--- src/design/sqp_udiv.sv ---
// pipelined restoring unsigned divider, one quotient bit per stage, several lanes
// flags quotients that do not fit; depends on nothing

module sqp_udiv #(
  parameter int unsigned NW = 46,
  parameter int unsigned DW = 30,
  parameter int unsigned QW = 17,
  parameter int unsigned LN = 1,
  parameter int unsigned SW = 8
) (
  input  logic                  clk_i,
  input  logic                  rst_ni,
  input  logic                  en_i,
  input  logic                  valid_i,
  input  logic [LN-1:0][NW-1:0] num_i,
  input  logic [LN-1:0][DW-1:0] den_i,
  input  logic [SW-1:0]         side_i,
  output logic                  valid_o,
  output logic [LN-1:0][QW-1:0] quo_o,
  output logic [LN-1:0]         ovf_o,
  output logic [SW-1:0]         side_o
);

  localparam int unsigned HW = NW - QW;
  localparam int unsigned CW = (HW > DW) ? HW : DW;

  logic [QW-1:0]           v_q;
  logic [SW-1:0]           side_q [QW];
  logic [LN-1:0][DW-1:0]   rem_q  [QW];
  logic [LN-1:0][DW-1:0]   den_q  [QW];
  logic [LN-1:0][QW-1:0]   qn_q   [QW];
  logic [LN-1:0]           ovf_q  [QW];

  for (genvar k = 0; k < QW; k++) begin : g_stage
    logic                  v_in;
    logic [SW-1:0]         side_in;
    logic [LN-1:0][DW-1:0] rem_in, rem_d, den_in;
    logic [LN-1:0][QW-1:0] qn_in, qn_d;
    logic [LN-1:0]         ovf_in;

    // stage inputs; the first stage splits the numerator and checks range
    if (k == 0) begin : g_first
      assign v_in    = valid_i;
      assign side_in = side_i;
      for (genvar l = 0; l < LN; l++) begin : g_init
        logic [CW-1:0] hi_ext, den_ext;
        assign hi_ext     = CW'(num_i[l][NW-1:QW]);
        assign den_ext    = CW'(den_i[l]);
        assign ovf_in[l]  = (hi_ext >= den_ext);
        assign rem_in[l]  = hi_ext[DW-1:0];
        assign qn_in[l]   = num_i[l][QW-1:0];
        assign den_in[l]  = den_i[l];
      end
    end else begin : g_next
      assign v_in    = v_q[k-1];
      assign side_in = side_q[k-1];
      assign rem_in  = rem_q[k-1];
      assign qn_in   = qn_q[k-1];
      assign den_in  = den_q[k-1];
      assign ovf_in  = ovf_q[k-1];
    end

    // one quotient bit per lane
    for (genvar l = 0; l < LN; l++) begin : g_lane
      logic [DW:0] rem2, dext;
      logic        ge;
      assign rem2     = {rem_in[l], qn_in[l][QW-1]};
      assign dext     = {1'b0, den_in[l]};
      assign ge       = (rem2 >= dext);
      assign rem_d[l] = ge ? DW'(rem2 - dext) : rem2[DW-1:0];
      assign qn_d[l]  = {qn_in[l][QW-2:0], ge};
    end

    // stage valid
    always_ff @(posedge clk_i or negedge rst_ni) begin
      if (!rst_ni) begin
        v_q[k] <= 1'b0;
      end else if (en_i) begin
        v_q[k] <= v_in;
      end
    end

    // stage payload
    always_ff @(posedge clk_i) begin
      if (en_i) begin
        side_q[k] <= side_in;
        rem_q[k]  <= rem_d;
        den_q[k]  <= den_in;
        qn_q[k]   <= qn_d;
        ovf_q[k]  <= ovf_in;
      end
    end
  end

  assign valid_o = v_q[QW-1];
  assign quo_o   = qn_q[QW-1];
  assign ovf_o   = ovf_q[QW-1];
  assign side_o  = side_q[QW-1];

endmodule

--- config.mk ---
export PLATFORM = sky130hd
export DESIGN_NAME = sqp_udiv
export DESIGN_NICKNAME = d
export VERILOG_FILES = /design/src/design/sqp_udiv.sv
export SDC_FILE = /design/constraint.sdc
export NUM_CORES = 2
export LEC_CHECK = 0
export BUFFER_PORTS_ARGS = -buffer_cell sky130_fd_sc_hd__buf_2
export CAP_MARGIN = 10
export CORE_MARGIN = 4
export CORE_UTILIZATION = 55
export CTS_CLUSTER_SIZE = 12
export DETAILED_ROUTE_END_ITERATION = 10
export GPL_TIMING_DRIVEN = 0
export PLACE_DENSITY = 0.78
export SLEW_MARGIN = 25
export SYNTH_ARGS = -nofsm -noshare
export SYNTH_HDL_FRONTEND = slang
export SYNTH_SLANG_ARGS = --single-unit
export TNS_END_PERCENT = 1
--- constraint.sdc ---
create_clock -name clk_i -period 9.5 [get_ports clk_i]
set_input_delay 0 -clock clk_i [delete_from_list [all_inputs] [get_ports clk_i]]
set_output_delay 0 -clock clk_i [all_outputs]
set_load 0.01 [all_outputs]
# Yosys cells after proc, flatten, opt, wreduce, memory -nomap -nowiden
# Memory sizes are Yosys's and may differ from the RTL's.
# Index checks and enable logic that the tools add are counted.
# W data, S select, Z words.
# classes
addsub,17
n_mux,19
n_lt_le_gt_ge,18
# ops
cell,count
$mux W30,17
$sub A30 B30 Y30,17
$ge A31 B30 Y1,16
$ge A29 B30 Y1,1
$ge A30 B30 Y1,1
$mux W1,2
# word_totals
ramBits,1462
word_cells,76
output_inout_bits,27
input_bits,88
memories,5
ff_bits,17
# memory_table
name,depth,word_bits,read_ports,rd_ports_with_merged_regs,write_ports,line,source
den_q,17,30,16,0,17,30,logic [LN-1:0][DW-1:0] den_q [QW];
rem_q,17,30,16,0,17,29,logic [LN-1:0][DW-1:0] rem_q [QW];
qn_q,17,17,17,0,17,31,logic [LN-1:0][QW-1:0] qn_q [QW];
side_q,17,8,17,0,17,28,logic [SW-1:0] side_q [QW];
ovf_q,17,1,17,0,17,32,logic [LN-1:0] ovf_q [QW];

# Longest topological paths before layout
# An unclocked memory read counts as a cell.
# logic_depth
ltp_word,3
ltp_mapped,15
mapped_depth_nobuf,14

# Worst setup path after synthesis
# OpenSTA, ideal clock, no wires.
# synth_path
path_kind,register -> register
startpoint,mem rem_q[0][395] (netlist name)
endpoint,mem rem_q[0][443] (netlist name) (data pin)
setup_time_ns,0.260
arrival_ns,3.142
n_path_buf,1
period_less_slack_ns,3.401
slack_ns,6.099
path_stages_with_launch,13
required_time_ns,9.240
path_cell_list,edfxtp_1 > ha_1 > a21oi_1 > nor3b_1 > o211ai_1 > a41o_1 > a211oi_2 > o21ai_2 > a211oi_2 > o211ai_1 > a311oi_2 > buf_6 > mux2_2
# synth_rtl
item,line
"start, declared",29

==> flow_summary.rst <==
.. list-table::
   :header-rows: 1

   * - Metric
     - Value
   * - Number of H-tree levels
     - 4
   * - Number of DRC violations after detailed routing
     - 0
   * - Skew final
     - ~0.034 ns
   * - Worst slack at placement
     - 4.45 ns
   * - Ports placed on the boundary
     - approximately 120
   * - Path class of the lowest-slack min-delay path
     - primary input to flop
   * - Dominant synthesized flop cell
     - sky130_fd_sc_hd__edfxtp_1
   * - Fraction of final layout cells with drive strength greater than 1
     - 0.102
   * - Basic-gate share of the synthesized area counting and, or, nand and nor cells
     - 0.0797
   * - Final number of max-transition violations
     - 0
   * - Data required time of the worst path
     - 9.97 ns
   * - Path depth of the worst reg2reg path
     - 13
   * - Reg2Reg Setup Slack
     - around 4.4 ns
   * - Net count, final
     - around 7300
   * - Nature of the critical path startpoint
     - flop
   * - Horizontal extent of the die
     - 378 µm
   * - Fmax
     - between 0.15 and 0.2 GHz
   * - Total power per unit cell area
     - 327 mW/mm²
   * - Via Count
     - 49300
   * - CTS root buf
     - sky130_fd_sc_hd__clkbuf_16
   * - Number of clock buffers inserted by TritonCTS
     - 154
   * - Dominant combinational cell family by area after synthesis
     - compound AO/OA/AOI/OAI gates
   * - Clock tree from TritonCTS
     - done
   * - Die Ht
     - 378 µm
   * - Number of fill cells in the layout
     - a little over 10000
   * - Area occupied by registers
     - 0.0425 mm²
   * - Delay of the slowest critical-path stage
     - about 0.64 ns
   * - Placed cell count
     - 8161
   * - Worst-case headroom to the max-slew limit
     - 0.310
   * - Via density per instance
     - 5.75
   * - Pleak
     - roughly 0.035 µW
   * - Wire length of the first global-routing pass
     - ~270 mm
   * - Worst-path cell chain
     - inv_1, ha_1, nor2b_1, o21ai_0, a21boi_1, o31a_1, o21ai_1, o21ba_2, o21ai_0, a221oi_1, clkbuf_1, clkbuf_1, o21ai_0
   * - Launch point of the worst reg-to-reg path
     - den_q[0][331]
   * - Final Cycle Share
     - 0.532
   * - Synth Cell Area
     - 0.0754 mm²
   * - Core Box Area
     - 0.136 mm²
   * - Die Area
     - 0.143 mm²
   * - Final WS setup
     - 4.44 ns
   * - Final setup TNS
     - 0 ns
   * - Maximum number of pins on one net before global-route repair
     - 145
   * - XOR/XNOR share of the synthesized area
     - 0.0456
   * - Starting utilization of the core area
     - 0.555
   * - Violation count after the first detailed-route iteration
     - 3363
   * - Synthesized net count
     - ~7000
   * - Kind of end point of the critical path
     - flop
   * - Clk sink count
     - 1419
   * - Post-synthesis average cell area
     - 12.1 µm²
   * - Outcome
     - complete, no violations
   * - Fraction of registers with async set or reset after synthesis
     - 0.0120
   * - Number of maximum-capacitance violations
     - 0
   * - Post-detailed-routing wire length
     - 174 mm
   * - Unique masters post-synth
     - 88
   * - Portion of the post-synthesis area used by sequential elements
     - 0.564
   * - RSZ-0062 raised after global routing
     - no
   * - Kind of critical path
     - flop to flop
   * - Total area of multi-input combinational cells
     - 0.0298 mm²
   * - Destination of the critical timing path
     - rem_q[0][360]
   * - FF-to-FF End
     - rem_q[0][360]
   * - Highest fanout seen on the critical path
     - 10
   * - Startpoint of the worst setup timing path
     - den_q[0][331]
   * - Half-perimeter wire length after detailed placement
     - 133 mm
   * - Final hold violations
     - 0
   * - Yosys warnings
     - 0
   * - Yosys reg bits
     - 1419
   * - Placer's final routability congestion estimate
     - 0.969
   * - Maximum VDD drop
     - 0.158 mV
   * - Router iterations before antenna repair
     - 5
   * - Gate count of the mapped netlist
     - around 6300
   * - Transition time at the pin with the least slew margin
     - 1.03 ns
   * - Reg clk slew, reported paths
     - 0.06 ns
   * - Total congestion overflow
     - 0
   * - Number of global-route vias before repair
     - 49900
   * - Most Frequent Cell on Critical Path
     - sky130_fd_sc_hd__o21ai_0
   * - Portion of netlist area occupied by mux cells
     - 0.0474
   * - Arrival time worst endpoint
     - 5.53 ns
   * - Final setup viols
     - 0
   * - Total track usage
     - 0.242
   * - Number of enable flip-flop cells after synthesis
     - 1402
   * - Crit path time final
     - 5.06 ns
   * - Clock Latency Late Sink
     - 0.79 ns
   * - Growth of design area from synthesis to finish
     - 12.6%
   * - Slowest stage cell on the critical path
     - sky130_fd_sc_hd__clkbuf_1
   * - Overall power after layout
     - 27800 µW
   * - Count of placed standard cells in the final layout, fillers left out
     - approximately 8600
   * - Synthesized-area fraction occupied by ao, oa, aoi and oai cells
     - 0.129
   * - Average wire length per cell after detail routing
     - 20.3 µm
   * - Area share of fa/ha/maj cells after synthesis
     - 0.0937
   * - Port-buffer cells
     - 114
   * - Row Count
     - around 140
   * - Number of routed nets with antenna violations
     - 0
   * - CTS resizes
     - 0
   * - Maximum buffer depth of the clock tree
     - 3
   * - Number of antenna violations at the first check in global routing
     - 1
## cell usage in the layout (no fill, tap or decap), drive strengths merged, types with 11 or more instances in the layout
| cell type | n |
|---|---|
| edfxtp | 1402 |
| inv | 673 |
| ha | 539 |
| a21oi | 428 |
| nand2 | 410 |
| o21ai | 371 |
| clkbuf | 298 |
| mux2 | 282 |
| nor2 | 267 |
| xnor2 | 242 |
| a21o | 241 |
| buf | 155 |
| dlygate4sd3 | 154 |
| xor2 | 151 |
| nand3 | 97 |
| nor3 | 88 |
| nand4 | 84 |
| o21a | 74 |
| nor2b | 73 |
| nand2b | 66 |
| a211oi | 51 |
| a31oi | 50 |
| clkinv | 47 |
| and3 | 46 |
| o31ai | 44 |
| o21bai | 43 |
| o211ai | 33 |
| mux2i | 30 |
| and2 | 24 |
| or2 | 21 |
| or3 | 21 |
| nor4 | 18 |
| a211o | 18 |
| dfrtp | 17 |
| fa | 16 |
| o2111ai | 15 |
| o31a | 15 |
| a31o | 12 |
| a21boi | 11 |
## worst max-delay path, delay by kind of cell (launching register included)
| kind | cells | cell delay, ns |
|---|---|---|
| compound gates | 8 | 2.55 |
| fa+ha+maj | 1 | 0.30 |
| buf+inv | 3 | 1.26 |
| flops | 1 | 0.47 |
| simple gates | 1 | 0.13 |
## per-stage QoR
| step | utilization | cell area (µm²) | hold WS (ns) |
|---|---|---|---|
| finish | 0.625 | 84900 | 0.102 |
| floorplan | - | 75400 | -0.296 |
| global route | 0.625 | 84900 | 0.0972 |
| CTS | 0.625 | 84900 | 0.0353 |
| global placement | 0.576 | 78200 | -0.0720 |
| detailed placement | 0.578 | 78500 | -0.0595 |
## flip-flops by register name (all words and copies together) (netlist names)
name	flops
side_q	136
g_stage.v_in	16
qn_q	289
rem_q	480
ovf_q	17
valid_o	1
den_q	480
## cell families (layout without fill, tap and decap cells)
| kind of cell | count (synthesis) | count (layout) |
|---|---|---|
| xor gates and xnor gates | 393 | 393 |
| AOI/OAI and AO/OA | 1520 | 1520 |
| adders and majority gates | 555 | 555 |
| other | 0 | 1 |
| and+or+nand+nor | 1256 | 1256 |
| buffers and inverters | 800 | 1340 |
| muxes | 312 | 312 |
| DFF | 1419 | 1419 |
## metal layers
| metal | vias to the layer above | track usage | routed length, µm |
|---|---|---|---|
| met5 | - | 0 | 0 |
| met4 | 0 | 0.147 | 11600 |
| li1 | 24000 | - | - |
| met1 | 23700 | 0.259 | 64300 |
| met3 | 431 | 0.0332 | 6140 |
| met2 | 1196 | 0.452 | 92100 |
## worst min-delay path by stage
stage / start / endpoint / depth (start not counted)
floorplan: rst_ni / g_stage[10].v_in / 0
global placement: rst_ni / g_stage[12].v_in / 1
detailed placement: rst_ni / g_stage[14].v_in / 1
CTS: num_i[33] / rem_q[0][17] / 4
global route: num_i[23] / rem_q[0][7] / 4
finish: num_i[35] / rem_q[0][19] / 4
## synthesized netlist by cell type (all sizes together) (88+ instances only)
cell | n | share of area
nand2 | 410 | 0.020
edfxtp | 1402 | 0.56
inv | 668 | 0.033
mux2 | 282 | 0.043
xnor2 | 242 | 0.028
nor3 | 88 | 0.0058
ha | 539 | 0.089
a21o | 241 | 0.024
clkbuf | 102 | 0.0051
o21ai | 371 | 0.025
xor2 | 151 | 0.018
a21oi | 428 | 0.028
nand3 | 97 | 0.0064
nor2 | 267 | 0.013
## what timing repair did
| item | in CTS | in global routing |
|---|---|---|
| hold endpoints to repair | 198 | 0 |
| buffers inserted | 0 | 0 |
| hold buffers | 154 | 0 |
## final cells by class
cell class	count	share of cell area
well taps	1781	0.0262
inverters	668	0.0295
plain buffers	132	0.00667
repair buffers	279	0.0286
flip-flops and latches	1419	0.501
multi-input cells	4036	0.351
clock inverters	65	0.00897
clock buffers	196	0.0481
diodes	1	0.0000295
## power breakdown
part           internal (µW)  leakage, µW  switching (µW)
registers               8980       0.0139             840
logic                   5350       0.0184            6870
clock network           3300      0.00233            2410
Note: power is estimated with default switching activity, not from simulation.
